### src/ps2mct_pkg.sv
// shared types, constants and helpers for the ps2 mouse packet cursor tracker
// no dependencies; used by every module of the block
`default_nettype none

package ps2mct_pkg;

	// coordinate width default and configuration register layout
	localparam int COORD_BITS_DEF = 12;
	localparam int CFG_DATA_W     = 13;
	localparam int CFG_IDX_W      = 1;
	localparam logic [CFG_DATA_W-1:0] WIDTH_RESET  = 13'd640;
	localparam logic [CFG_DATA_W-1:0] HEIGHT_RESET = 13'd480;

	// register indexes on the configuration channel
	typedef enum logic [CFG_IDX_W-1:0] {
		REG_SCREEN_WIDTH  = 1'b0,
		REG_SCREEN_HEIGHT = 1'b1
	} cfg_reg_t;

	// header byte bits
	localparam int HDR_LEFT   = 0;
	localparam int HDR_RIGHT  = 1;
	localparam int HDR_MIDDLE = 2;
	localparam int HDR_MARK   = 3;
	localparam int HDR_XSIGN  = 4;
	localparam int HDR_YSIGN  = 5;
	localparam int HDR_XOVF   = 6;
	localparam int HDR_YOVF   = 7;

	// move width and overflow step
	localparam int MOVE_W = 10;
	localparam logic signed [MOVE_W-1:0] OVF_EXTRA = 10'sd255;

	// queue between parser and updater
	localparam int QUEUE_DEPTH = 2;
	localparam int QPTR_W      = 1;
	localparam int QCNT_W      = 2;

	// one complete three-byte packet
	typedef struct packed {
		logic [7:0] header;
		logic [7:0] x_byte;
		logic [7:0] y_byte;
	} packet_t;

	// request from the parser into the queue
	typedef struct packed {
		logic    push;
		packet_t pkt;
	} push_req_t;

	// queue head toward the updater
	typedef struct packed {
		logic    valid;
		packet_t pkt;
	} queue_head_t;

	// ten-bit signed move with the overflow extra applied
	function automatic logic signed [MOVE_W-1:0] signed_move(
		input logic [7:0] b,
		input logic       neg,
		input logic       ovf
	);
		logic signed [MOVE_W-1:0] m;
		m = neg ? $signed({2'b11, b}) : $signed({2'b00, b});
		if (ovf) begin
			m = neg ? (m - OVF_EXTRA) : (m + OVF_EXTRA);
		end
		return m;
	endfunction

endpackage

`default_nettype wire

### src/ps2mct_front.sv
// byte parser: drops the first byte, finds headers, assembles three-byte packets
// depends on ps2mct_pkg
`default_nettype none

module ps2mct_front (
	input  wire                   clk,
	input  wire                   arst_n,
	input  wire                   in_valid,
	output logic                  in_ready,
	input  wire  [7:0]            in_byte,
	input  wire                   queue_full,
	output ps2mct_pkg::push_req_t push_req
);

	// one-hot byte slot
	typedef enum logic [2:0] {
		SLOT_HEADER = 3'b001,
		SLOT_X      = 3'b010,
		SLOT_Y      = 3'b100
	} slot_t;

	slot_t      slot_q;
	logic       drop_first_q;
	logic [7:0] header_q;
	logic [7:0] x_byte_q;
	logic       accept;
	logic       work;

	assign in_ready = !queue_full;
	assign accept   = in_valid && in_ready;
	assign work     = accept && !drop_first_q;

	// slot sequencing
	always_ff @(posedge clk or negedge arst_n) begin
		if (!arst_n) begin
			drop_first_q <= 1'b1;
			slot_q       <= SLOT_HEADER;
		end else if (accept) begin
			if (drop_first_q) begin
				drop_first_q <= 1'b0;
			end else begin
				case (slot_q)
					SLOT_X:  slot_q <= SLOT_Y;
					SLOT_Y:  slot_q <= SLOT_HEADER;
					default: slot_q <= in_byte[ps2mct_pkg::HDR_MARK] ? SLOT_X : SLOT_HEADER;
				endcase
			end
		end
	end

	// header and x move capture
	always_ff @(posedge clk) begin
		if (work && slot_q != SLOT_X && slot_q != SLOT_Y && in_byte[ps2mct_pkg::HDR_MARK]) begin
			header_q <= in_byte;
		end
		if (work && slot_q == SLOT_X) begin
			x_byte_q <= in_byte;
		end
	end

	// third byte completes the packet
	always_comb begin
		push_req.push       = work && (slot_q == SLOT_Y);
		push_req.pkt.header = header_q;
		push_req.pkt.x_byte = x_byte_q;
		push_req.pkt.y_byte = in_byte;
	end

endmodule

`default_nettype wire

### src/ps2mct_queue.sv
// two-entry packet queue between the parser and the position updater
// depends on ps2mct_pkg
`default_nettype none

module ps2mct_queue (
	input  wire                     clk,
	input  wire                     arst_n,
	input  ps2mct_pkg::push_req_t   push_req,
	output logic                    full,
	output ps2mct_pkg::queue_head_t head,
	input  wire                     pop
);

	ps2mct_pkg::packet_t             mem_q [ps2mct_pkg::QUEUE_DEPTH];
	logic [ps2mct_pkg::QPTR_W-1:0]   wr_ptr_q;
	logic [ps2mct_pkg::QPTR_W-1:0]   rd_ptr_q;
	logic [ps2mct_pkg::QCNT_W-1:0]   count_q;
	logic                            do_push;
	logic                            do_pop;

	assign full       = (count_q == ps2mct_pkg::QCNT_W'(ps2mct_pkg::QUEUE_DEPTH));
	assign head.valid = (count_q != '0);
	assign head.pkt   = mem_q[rd_ptr_q];
	assign do_push    = push_req.push && !full;
	assign do_pop     = pop && head.valid;

	// storage
	always_ff @(posedge clk) begin
		if (do_push) begin
			mem_q[wr_ptr_q] <= push_req.pkt;
		end
	end

	// pointers and fill count
	always_ff @(posedge clk or negedge arst_n) begin
		if (!arst_n) begin
			wr_ptr_q <= '0;
			rd_ptr_q <= '0;
			count_q  <= '0;
		end else begin
			if (do_push) begin
				wr_ptr_q <= wr_ptr_q + 1'b1;
			end
			if (do_pop) begin
				rd_ptr_q <= rd_ptr_q + 1'b1;
			end
			case ({do_push, do_pop})
				2'b10:   count_q <= count_q + 1'b1;
				2'b01:   count_q <= count_q - 1'b1;
				default: count_q <= count_q;
			endcase
		end
	end

	// a packet is never offered while the queue is full
	a_no_push_full: assert property (@(posedge clk) disable iff (!arst_n)
		push_req.push |-> !full) else $error("packet pushed into full queue");

	// a pop is never requested on an empty queue
	a_no_pop_empty: assert property (@(posedge clk) disable iff (!arst_n)
		pop |-> head.valid) else $error("pop from empty queue");

	// fill count stays within depth
	a_count_bound: assert property (@(posedge clk) disable iff (!arst_n)
		count_q <= ps2mct_pkg::QCNT_W'(ps2mct_pkg::QUEUE_DEPTH))
		else $error("queue count out of range");

endmodule

`default_nettype wire

### src/ps2mct_back.sv
// position updater: applies packet moves, clamps to the screen, holds the result register
// depends on ps2mct_pkg
`default_nettype none

module ps2mct_back #(
	parameter int COORD_BITS = ps2mct_pkg::COORD_BITS_DEF
) (
	input  wire                     clk,
	input  wire                     arst_n,
	input  ps2mct_pkg::queue_head_t head,
	output logic                    pop,
	input  wire  [COORD_BITS-1:0]   top_x,
	input  wire  [COORD_BITS-1:0]   top_y,
	output logic                    out_valid,
	input  wire                     out_ready,
	output logic [COORD_BITS-1:0]   cursor_x,
	output logic [COORD_BITS-1:0]   cursor_y,
	output logic [2:0]              buttons
);

	localparam int BASE_W = (COORD_BITS > ps2mct_pkg::MOVE_W) ? COORD_BITS : ps2mct_pkg::MOVE_W;
	localparam int SUM_W  = BASE_W + 2;

	logic                                  out_valid_q;
	logic [COORD_BITS-1:0]                 pos_x_q;
	logic [COORD_BITS-1:0]                 pos_y_q;
	logic [2:0]                            buttons_q;
	logic signed [ps2mct_pkg::MOVE_W-1:0]  dx;
	logic signed [ps2mct_pkg::MOVE_W-1:0]  dy;
	logic signed [SUM_W-1:0]               sum_x;
	logic signed [SUM_W-1:0]               sum_y;
	logic [COORD_BITS-1:0]                 next_x;
	logic [COORD_BITS-1:0]                 next_y;
	logic [7:0]                            hdr;

	// clamp a signed sum to 0..top
	function automatic logic [COORD_BITS-1:0] clamp(
		input logic signed [SUM_W-1:0] v,
		input logic [COORD_BITS-1:0]   top
	);
		logic [COORD_BITS-1:0] r;
		if (v < 0) begin
			r = '0;
		end else if ($unsigned(v) > SUM_W'(top)) begin
			r = top;
		end else begin
			r = v[COORD_BITS-1:0];
		end
		return r;
	endfunction

	assign pop = head.valid && (!out_valid_q || out_ready);
	assign hdr = head.pkt.header;

	// moves and new position
	always_comb begin
		dx = ps2mct_pkg::signed_move(head.pkt.x_byte, hdr[ps2mct_pkg::HDR_XSIGN],
			hdr[ps2mct_pkg::HDR_XOVF]);
		dy = ps2mct_pkg::signed_move(head.pkt.y_byte, hdr[ps2mct_pkg::HDR_YSIGN],
			hdr[ps2mct_pkg::HDR_YOVF]);
		sum_x  = $signed(SUM_W'(pos_x_q)) + SUM_W'(dx);
		sum_y  = $signed(SUM_W'(pos_y_q)) - SUM_W'(dy);
		next_x = clamp(sum_x, top_x);
		next_y = clamp(sum_y, top_y);
	end

	// cursor state and result register
	always_ff @(posedge clk or negedge arst_n) begin
		if (!arst_n) begin
			out_valid_q <= 1'b0;
			pos_x_q     <= '0;
			pos_y_q     <= '0;
		end else begin
			if (pop) begin
				out_valid_q <= 1'b1;
				pos_x_q     <= next_x;
				pos_y_q     <= next_y;
			end else if (out_ready) begin
				out_valid_q <= 1'b0;
			end
		end
	end

	// button payload
	always_ff @(posedge clk) begin
		if (pop) begin
			buttons_q <= {hdr[ps2mct_pkg::HDR_MIDDLE], hdr[ps2mct_pkg::HDR_RIGHT],
				hdr[ps2mct_pkg::HDR_LEFT]};
		end
	end

	assign out_valid = out_valid_q;
	assign cursor_x  = pos_x_q;
	assign cursor_y  = pos_y_q;
	assign buttons   = buttons_q;

	// a held result is replaced only once it has been taken
	a_no_overwrite: assert property (@(posedge clk) disable iff (!arst_n)
		(out_valid_q && !out_ready) |=> out_valid_q && $stable(pos_x_q) && $stable(pos_y_q))
		else $error("held result overwritten");

	// a taken result with nothing behind it leaves the register empty
	a_drain: assert property (@(posedge clk) disable iff (!arst_n)
		(out_valid_q && out_ready && !head.valid) |=> !out_valid_q)
		else $error("result repeated");

	// every popped packet shows up as a result
	a_pop_shows: assert property (@(posedge clk) disable iff (!arst_n)
		pop |=> out_valid_q) else $error("popped packet lost");

endmodule

`default_nettype wire

### src/ps2_mouse_packet_cursor_tracker.sv
// top level of the ps2 mouse packet cursor tracker: config registers, parser, queue, updater
// depends on ps2mct_pkg, ps2mct_front, ps2mct_queue, ps2mct_back
//
// channel   dir  handshake                    payload
// s_axis    in   s_axis_tvalid/s_axis_tready  tdata[7:0] rx_byte
// m_axis    out  m_axis_tvalid/m_axis_tready  tdata: cursor_x, cursor_y, left, right, middle
// cfg       in   cfg_valid/cfg_ready          cfg_index, cfg_data (screen_width, screen_height)
//
// one byte is taken per cycle while the queue is not full; the third byte of a packet is written
// into the queue, then popped into the updater's result register when that register is empty or being taken
// reset: first byte dropped, cursor at 0,0, screen 640 by 480; no clearing pass
// the two-entry packet queue lets bytes keep flowing while a result waits on m_axis_tready;
// s_axis_tready falls only when the queue holds two packets
// cfg_ready is always high
`default_nettype none

module ps2_mouse_packet_cursor_tracker #(
	parameter int COORD_BITS = ps2mct_pkg::COORD_BITS_DEF
) (
	input  wire                              clk,
	input  wire                              arst_n,
	input  wire                              s_axis_tvalid,
	output logic                             s_axis_tready,
	input  wire  [7:0]                       s_axis_tdata,   // [7:0] rx_byte
	output logic                             m_axis_tvalid,
	input  wire                              m_axis_tready,
	// cursor_x, cursor_y, left_button, right_button, middle_button from bit 0 up, zero padded
	output logic [((2*COORD_BITS+3+7)/8)*8-1:0] m_axis_tdata,
	input  wire                              cfg_valid,
	output logic                             cfg_ready,
	input  wire  [ps2mct_pkg::CFG_IDX_W-1:0] cfg_index,
	input  wire  [ps2mct_pkg::CFG_DATA_W-1:0] cfg_data
);

	localparam int OUT_W = ((2*COORD_BITS+3+7)/8)*8;
	localparam int PAD_W = OUT_W - (2*COORD_BITS+3);
	localparam int EXT_W = (COORD_BITS+1 > ps2mct_pkg::CFG_DATA_W) ?
		COORD_BITS+1 : ps2mct_pkg::CFG_DATA_W;
	localparam logic [EXT_W-1:0] SPAN = EXT_W'(1) << COORD_BITS;
	localparam logic [COORD_BITS-1:0] TOP_X_RST =
		(EXT_W'(ps2mct_pkg::WIDTH_RESET) > SPAN) ? {COORD_BITS{1'b1}} :
		COORD_BITS'(ps2mct_pkg::WIDTH_RESET - 1'b1);
	localparam logic [COORD_BITS-1:0] TOP_Y_RST =
		(EXT_W'(ps2mct_pkg::HEIGHT_RESET) > SPAN) ? {COORD_BITS{1'b1}} :
		COORD_BITS'(ps2mct_pkg::HEIGHT_RESET - 1'b1);

	logic                       queue_full;
	logic                       pop;
	ps2mct_pkg::push_req_t      push_req;
	ps2mct_pkg::queue_head_t    head;
	logic [COORD_BITS-1:0]      top_x_q;
	logic [COORD_BITS-1:0]      top_y_q;
	logic [COORD_BITS-1:0]      cfg_top;
	logic [EXT_W-1:0]           cfg_ext;
	logic [COORD_BITS-1:0]      cursor_x;
	logic [COORD_BITS-1:0]      cursor_y;
	logic [2:0]                 buttons;

	assign cfg_ready = 1'b1;

	// screen size to highest coordinate, zero acting as one and large sizes capped
	always_comb begin
		cfg_ext = EXT_W'(cfg_data);
		if (cfg_data == '0) begin
			cfg_top = '0;
		end else if (cfg_ext > SPAN) begin
			cfg_top = {COORD_BITS{1'b1}};
		end else begin
			cfg_top = COORD_BITS'(cfg_ext - 1'b1);
		end
	end

	// configuration registers kept as highest coordinate
	always_ff @(posedge clk or negedge arst_n) begin
		if (!arst_n) begin
			top_x_q <= TOP_X_RST;
			top_y_q <= TOP_Y_RST;
		end else if (cfg_valid && cfg_ready) begin
			case (cfg_index)
				ps2mct_pkg::REG_SCREEN_WIDTH:  top_x_q <= cfg_top;
				ps2mct_pkg::REG_SCREEN_HEIGHT: top_y_q <= cfg_top;
				default:                       top_x_q <= top_x_q;
			endcase
		end
	end

	ps2mct_front u_front (
		.clk        (clk),
		.arst_n     (arst_n),
		.in_valid   (s_axis_tvalid),
		.in_ready   (s_axis_tready),
		.in_byte    (s_axis_tdata),
		.queue_full (queue_full),
		.push_req   (push_req)
	);

	ps2mct_queue u_queue (
		.clk      (clk),
		.arst_n   (arst_n),
		.push_req (push_req),
		.full     (queue_full),
		.head     (head),
		.pop      (pop)
	);

	ps2mct_back #(
		.COORD_BITS (COORD_BITS)
	) u_back (
		.clk       (clk),
		.arst_n    (arst_n),
		.head      (head),
		.pop       (pop),
		.top_x     (top_x_q),
		.top_y     (top_y_q),
		.out_valid (m_axis_tvalid),
		.out_ready (m_axis_tready),
		.cursor_x  (cursor_x),
		.cursor_y  (cursor_y),
		.buttons   (buttons)
	);

	// result packing
	generate
		if (PAD_W > 0) begin : g_pad
			assign m_axis_tdata = {{PAD_W{1'b0}}, buttons, cursor_y, cursor_x};
		end else begin : g_nopad
			assign m_axis_tdata = {buttons, cursor_y, cursor_x};
		end
	endgenerate

endmodule

`default_nettype wire
### config.mk
export PLATFORM = sky130hd
export DESIGN_NAME = ps2_mouse_packet_cursor_tracker
export DESIGN_NICKNAME = d
export VERILOG_FILES = /design/src/ps2mct_pkg.sv /design/src/ps2mct_front.sv /design/src/ps2mct_queue.sv /design/src/ps2mct_back.sv /design/src/ps2_mouse_packet_cursor_tracker.sv
export SDC_FILE = /design/constraint.sdc
export NUM_CORES = 1
export LEC_CHECK = 0
export BUFFER_PORTS_ARGS = -buffer_cell sky130_fd_sc_hd__buf_2
export CAP_MARGIN = 40
export CORE_MARGIN = 1
export CORE_UTILIZATION = 40
export DETAILED_ROUTE_END_ITERATION = 10
export HOLD_SLACK_MARGIN = 0.15
export PLACE_DENSITY_LB_ADDON = 0.08
export SKIP_CTS_REPAIR_TIMING = 1
export SYNTH_ARGS = -nofsm -noshare
export SYNTH_HDL_FRONTEND = slang
export SYNTH_SLANG_ARGS = --single-unit
export TNS_END_PERCENT = 20
### constraint.sdc
create_clock -name clk -period 7.4 [get_ports clk]
set_input_delay 0.37 -clock clk [delete_from_list [all_inputs] [get_ports clk]]
set_output_delay 0.37 -clock clk [all_outputs]
set_load 0.01 [all_outputs]
==> reports/results.ini, run 1 <==
[outcome]
status=completed

[power]
pwr_density_cell_nw_per_um2=480
p_total_mw=4.26
ir_worst_vdd_mv=0.232
leakagePower_nw=3.82

[timing]
min_period_ns=6.17
tightestPinTransition_ns=0.755
finalHoldViolations=0
final-max-slew-violation-count=0
setup_tns_ns=0
finClkSkew_ns=0.00852
slew_headroom_pct=48.2
finalSetupViolCount=0
min_period_over_period_pct=83.3
rsz0062_at_grt=no
max_freq_ghz=0.162

[logic_synthesis]
synth_area_per_cell_um2=10.4
synth-edff-count=64
yosys_warnings=0
synthTopCellsByArea=edfxtp_1 (25%), dfrtp_1 (13%), ha_1 (11%)
yosysTopAreaCell=edfxtp_1
synth_ff_type=edfxtp_1
synth_cells=745
syn_area_um2=7760
ys_ff_latch=121
seq_area_frac_synth_pct=43.5
synth_top_area_share_pct=24.8
yosys.cell_types.count=68
postSynth.asyncResetShare_pct=47.1

[final_layout]
layout-drive-gt1-share_pct=22.6
antenna_cells=0
final_common_cell=nand2_1
regArea_um2=3370
n_fill_cell=1763
area_growth_pct=14.4
final_cell_mix=nand2_1 (85), ha_1 (70), edfxtp_1 (64)
multiInputGateArea_um2=4040
nets=907

[floorplanning]
num_io_pins=62
std_cell_rows=50
die_h_um=141
die_width_um=141
start_util_pct=41.2
die_area_um2=20000
core_area_um2=18800

[clocking]
clk_pin_slew_worst_paths_ns=0.06
cts_sinks=121
clock_latency_ns=0.41
htreeDepth=4
cts_root_buf=clkbuf_16
cts_tree=yes
clockBufferDepth=2
cts_buffers=17

[min_path]
hold_class=input pin to asynchronous set/reset pin

[detailed_routing]
drc=0
vias=5637
dr.pass1.iters=5
routed_wl_um=18100
drt_iter0_markers=295
via_per_inst=5.22
final_antenna_net_count=0
routedWlPerCell_um=16.7

[grt]
grt_usage_pct=19.4
overflow=0
grt_first_pass_wirelength_um=29800
grt_max_degree=58
grt_pass1_vias=5853
antenna_found_initial=0

[setup_path]
cp_max_fo=22
critical_path.startpoint_type=flop
rrSetupSlack_ns=1.23
worstPathArrival_ns=6.47
path_class=flop to flop
required_ns=7.71
end_kind=flop
rr_worst_depth=23
r2r-start=u_queue.rd_ptr_q
rr_endpoint=u_back.cursor_y[0]

[place]
hpwl_um=13800
io_buffers=55
place.gp.congestion=0.876

[flow_run]
drv_cap=0

-- worst max-delay path by stage --
stage | start | endpoint | slack (ns) | cells past startpoint
6_report | u_queue.rd_ptr_q | u_back.cursor_y[0] | 1.23 | 23
5_1_grt | u_queue.rd_ptr_q | u_back.cursor_y[1] | 0.78 | 23
4_1_cts | u_queue.rd_ptr_q | u_back.cursor_y[0] | 1.24 | 23
3_5_place_dp | u_queue.rd_ptr_q | u_back.cursor_y[0] | 1.22 | 23
3_3_place_gp | u_queue.rd_ptr_q | u_back.cursor_y[0] | 1.46 | 23
2_1_floorplan | u_queue.rd_ptr_q | u_back.cursor_y[10] | 1.25 | 27
-- kinds of logic (layout without fill, tap and decap cells) --
group	count (synthesis)	count (layout)	share of synthesized area, %
compound gates	172	172	16.0
mux	30	30	4.27
fa+ha+maj	76	76	12.6
simple gates	220	220	14.1
other cells	2	6	0.0968
xor+xnor	41	41	4.63
flops	121	121	43.5
buf+inv	83	153	4.87
-- power breakdown --
part / switching [mW] / internal, mW
Combinational: 1.46 / 1.06
Sequential: 0.114 / 0.856
Clock: 0.306 / 0.463
Total: 1.88 / 2.38
-- critical path, cell delays in order, from the launching register on --
cell and delay [ns]:
dfrtp_1 0.41, buf_4 0.34, mux2_2 0.42, fa_1 0.41
a21o_1 0.19, a21oi_1 0.22, o21bai_1 0.09, a21oi_1 0.19
nor2b_1 0.08, nor3_1 0.17, a21oi_1 0.07, ha_1 0.36
a21o_1 0.20, a21oi_1 0.28, nand2_1 0.10, a211oi_1 0.24
nor2_1 0.10, ha_1 0.31, nand4_1 0.12, or2_2 0.33
o22a_1 0.22, nand4bb_1 0.51, and2_4 0.44, o311ai_1 0.24
-- final cells by class --
class	instances	share of cell area, %
Clock buffer	19	4.88
Clock inverter	13	1.41
Inverter	52	2.20
Multi-Input combinational cell	545	45.5
Sequential cell	121	38.0
Tap cell	260	3.67
Timing Repair Buffer	69	4.33
-- synth_stat cells, types with 3 or more instances --
cell type  instances
a211oi_1           6
a21o_1            13
a21oi_1           35
a21oi_2            3
a31oi_1            3
and2_1             3
buf_4              7
buf_6              3
clkbuf_1          17
dfrtp_1           39
dfstp_2           18
edfxtp_1          64
fa_1               4
ha_1              70
inv_1             52
mux2_2            22
mux2i_1            7
nand2_1           85
nand2b_1          11
nand3_1            6
nand4_1           26
nor2_1            39
nor2b_1            9
nor3_1            12
nor3b_1            3
o211ai_2          19
o21a_1            13
o21ai_0           49
o21bai_1           4
o31ai_1            3
or2_2              8
xnor2_1           28
xor2_1            13
-- registers in the layout, indices dropped and copies added, names as in the netlist --
signal / flops
top_y_q: 12
u_front.slot_q: 3
u_queue.mem_q: 46
u_front.header_q: 7
u_back.cursor_y: 12
u_queue.rd_ptr_q: 1
u_front.x_byte_q: 8
u_back.out_valid: 1
u_back.cursor_x: 12
u_queue.wr_ptr_q: 1
u_queue.count_q: 2
top_x_q: 12
u_back.buttons: 3
u_front.drop_first_q: 1
-- metal layers --
metal,track usage (%),vias up,routed length (µm)
li1,-,2800,-
met1,25.3,2739,8430
met2,33.1,83,8880
met3,3.44,15,552
met4,5.32,0,191
met5,0,-,0
-- through the flow --
step	instances	instance area [µm²]	hold WS, ns	util, %	setup slack, ns
after floorplan	749	7770	0.0744	-	1.25
after global placement	1044	8290	0.425	44.0	1.46
after detailed placement	1047	8310	0.431	44.1	1.22
after CTS	1079	8870	0.141	47.1	1.24
after global routing	1079	8870	0.171	47.1	0.785
final	1079	8870	0.112	47.1	1.23
Note: power is estimated with default switching activity, not from simulation.
==> run 2, diff against run 1 <==
--- a/config.mk
+++ b/config.mk
@@ -5,6 +5,7 @@
 export SDC_FILE = /design/constraint.sdc
 export NUM_CORES = 1
 export LEC_CHECK = 0
+export ABC_AREA = 1
 export BUFFER_PORTS_ARGS = -buffer_cell sky130_fd_sc_hd__buf_2
 export CAP_MARGIN = 40
 export CORE_MARGIN = 1
==> constraint.sdc (replaced) <==
create_clock -name clk -period 6 [get_ports clk]
set_input_delay 0.3 -clock clk [delete_from_list [all_inputs] [get_ports clk]]
set_output_delay 0.3 -clock clk [all_outputs]
set_load 0.01 [all_outputs]
==> run 2 against run 1 <==
Area after synthesis grew 5.2%; register-to-register slack lost 0.43 ns; global-route usage shrank 0.16 points; routed wire length grew 3.4%; final cell count grew 28%; synthesized cell count grew 38%; maximum frequency grew 19%; utilization grew 0.92 points; critical endpoint is now u_back.cursor_x[3].
==> reports/results.ini, run 2 <==
[timing]
finalHoldViolations=0  ; unchanged
rsz0062_at_grt=no
tightestPinTransition_ns=0.754  ; -0.00127 ns
min_period_ns=5.19  ; -0.970 ns
max_freq_ghz=0.192  ; +19%
min_period_over_period_pct=86.6  ; +3.3 points
finClkSkew_ns=0.0130  ; +0.00447 ns
setup_tns_ns=0  ; unchanged
slew_headroom_pct=49.8  ; +1.5 points
finalSetupViolCount=0  ; unchanged
final-max-slew-violation-count=0  ; unchanged

[detailed_routing]
drc=0  ; unchanged
via_per_inst=4.74  ; -9.3%
dr.pass1.iters=4  ; -1
drt_iter0_markers=256  ; -13%
vias=6520  ; +16%
routedWlPerCell_um=13.6  ; -19%
final_antenna_net_count=0  ; unchanged
routed_wl_um=18700  ; +3.4%

[clocking]
cts_tree=yes
cts_buffers=17  ; unchanged
clk_pin_slew_worst_paths_ns=0.06  ; about the same
cts_root_buf=clkbuf_16
clock_latency_ns=0.42  ; about the same
cts_sinks=121  ; unchanged
clockBufferDepth=2  ; unchanged
htreeDepth=4  ; unchanged

[setup_path]
rr_endpoint=u_back.cursor_x[3]
cp-startpoint=u_queue.rd_ptr_q
required_ns=6.35  ; -1.36 ns
cp_max_fo=18  ; -18%
critical-path-max-stage-delay_ns=0.44  ; -0.07 ns
rr_worst_depth=35  ; +52%
rrSetupSlack_ns=0.81  ; -0.43 ns
end_kind=flop
path_class=flop to flop
cpMaxStageDelayCell=dfrtp_1
cp_common_cell=nand2_1
endpoint=u_back.cursor_x[3]
worstPathArrival_ns=5.54  ; -0.93 ns
critical_path.startpoint_type=flop
r2r-start=u_queue.rd_ptr_q

[logic_synthesis]
synthSimpleGateAreaFrac_pct=26.5  ; +12 points
synth_mux_area_share_pct=0.491  ; -3.8 points
yosys_warnings=0  ; unchanged
synth_area_per_cell_um2=7.96  ; -24%
postSynth.asyncResetShare_pct=47.1  ; unchanged
synth_compound_area_share_pct=7.88  ; -8.2 points
seq_area_frac_synth_pct=41.3  ; -2.1 points
synth_xor_area_share_pct=2.68  ; -1.9 points
synth.most_common_cell=nand2_1
synth_top_family_by_area=simple AND/OR/NAND/NOR gates
synthTopCellsByArea=edfxtp_1 (24%), nand2_1 (14%), dfrtp_1 (12%)
synth_adder_area_share_pct=11.7  ; -0.86 points
synth-edff-count=64  ; unchanged
ys_ff_latch=121  ; unchanged
synthTopCellsByCount=nand2_1 (314), inv_1 (146), nand3_1 (78), ha_1 (70), edfxtp_1 (64)
yosysTopAreaCell=edfxtp_1
synth_top_area_share_pct=23.6  ; -1.2 points
synth_cells=1025  ; +38%
yosys.cell_types.count=44  ; -35%
synth_ff_type=edfxtp_1
syn_area_um2=8160  ; +5.2%

[place]
place.gp.congestion=0.857  ; -2.1%
io_buffers=55  ; unchanged
hpwl_um=14200  ; +2.8%

[final_layout]
area_growth_pct=16.1
multiInputGateArea_um2=4050  ; +0.37%
regArea_um2=3370  ; unchanged
nets=1199  ; +32%
final_common_cell=nand2_1
antenna_cells=0  ; unchanged
layout-drive-gt1-share_pct=15.2  ; -7.4 points
n_fill_cell=1929  ; +9.4%
largest_reg_flops=46  ; unchanged
top_register=u_queue.mem_q
final_cell_mix=nand2_1 (313), inv_1 (146), nand3_1 (78)

[outcome]
status=completed

[min_path]
hold_class=input pin to flop
hold_path_depth=5

[flow_run]
drv_cap=0  ; unchanged

[grt]
grt_pass1_vias=6187  ; +5.7%
grt_max_degree=58  ; unchanged
grt_usage_pct=19.3  ; -0.16 points
overflow=0  ; unchanged
antenna_found_initial=0  ; unchanged
grt_first_pass_wirelength_um=30700  ; +3.2%

[floorplanning]
std_cell_rows=51  ; +2.0%
die_width_um=145  ; +2.5%
die_area_um2=21000  ; +5.1%
core_area_um2=19700  ; +4.7%
start_util_pct=41.4  ; +0.18 points
num_io_pins=62  ; unchanged
die_h_um=145  ; +2.5%

[run 2: changes by cell type after synthesis, sizes merged, moves of 16 or more]
| cell | before | now |
|---|---|---|
| mux2 | 22 | 0 |
| inv | 52 | 156 |
| nor2 | 39 | 55 |
| nand4 | 26 | 10 |
| nand2 | 85 | 332 |
| o211ai | 21 | 0 |
| xnor2 | 28 | 7 |
| nand3 | 6 | 85 |
[run 2: area by class of cell]
class	instances	share of cell area [%]
flip-flops and latches	121	35.6
multi-input cells	726	42.8
inverters	156	6.21
clock inverters	14	2.47
clock buffers	18	4.53
repair buffers	76	4.90
well taps	265	3.50
[run 2: layer usage]
| layer | track usage, % | share of wire [%] | vias up |
|---|---|---|---|
| li1 | - | - | 3444 |
| met1 | 25.6 | 49 | 2978 |
| met2 | 32.1 | 47 | 83 |
| met3 | 3.26 | 2.8 | 15 |
| met4 | 5.48 | 1.1 | 0 |
| met5 | 0 | 0 | - |
[run 2: through the flow]
| step | instance area (µm²) | utilization [%] | setup WS [ns] | std cells | hold slack [ns] |
|---|---|---|---|---|---|
| after floorplan | 8170 | - | 1.47 | 1029 | 0.00441 |
| after global placement | 8670 | 44.0 | 0.827 | 1330 | 0.425 |
| after detailed placement | 8690 | 44.1 | 0.685 | 1333 | 0.432 |
| after CTS | 9360 | 47.5 | 0.633 | 1365 | 0.0278 |
| after global routing | 9470 | 48.0 | 0.101 | 1376 | 0.372 |
| final | 9470 | 48.0 | 0.805 | 1376 | 0.337 |
[run 2: how the worst min path moves through the flow]
stage | from | to
floorplan | arst_n | top_x_q[10]
global placement | u_front.header_q[0] | u_queue.mem_q[0][16]
detailed placement | u_front.x_byte_q[2] | u_queue.mem_q[0][10]
CTS | s_axis_tvalid | u_front.drop_first_q
global route | cfg_data[6] | top_y_q[6]
finish | cfg_data[3] | top_y_q[3]
[run 2: critical path: cells and delay by family, from the launching register on]
| kind | cells | cell delay [ns] |
|---|---|---|
| simple gates | 20 | 2.00 |
| flops | 1 | 0.44 |
| buf+inv | 5 | 0.62 |
| fa+ha+maj | 3 | 0.98 |
| compound gates | 6 | 0.87 |
| xor+xnor | 1 | 0.22 |
[run 2: logic make-up after synthesis]
kind of cell               Yosys count
muxes                                4
xor gates and xnor gates            25
buffers and inverters              182
AOI/OAI and AO/OA                  114
other                                2
DFF                                121
adders and majority gates           74
and+or+nand+nor                    503
Power of run 2 is not shown: default switching activity piles up to over one toggle a cycle in this logic, so the estimate is an artifact.
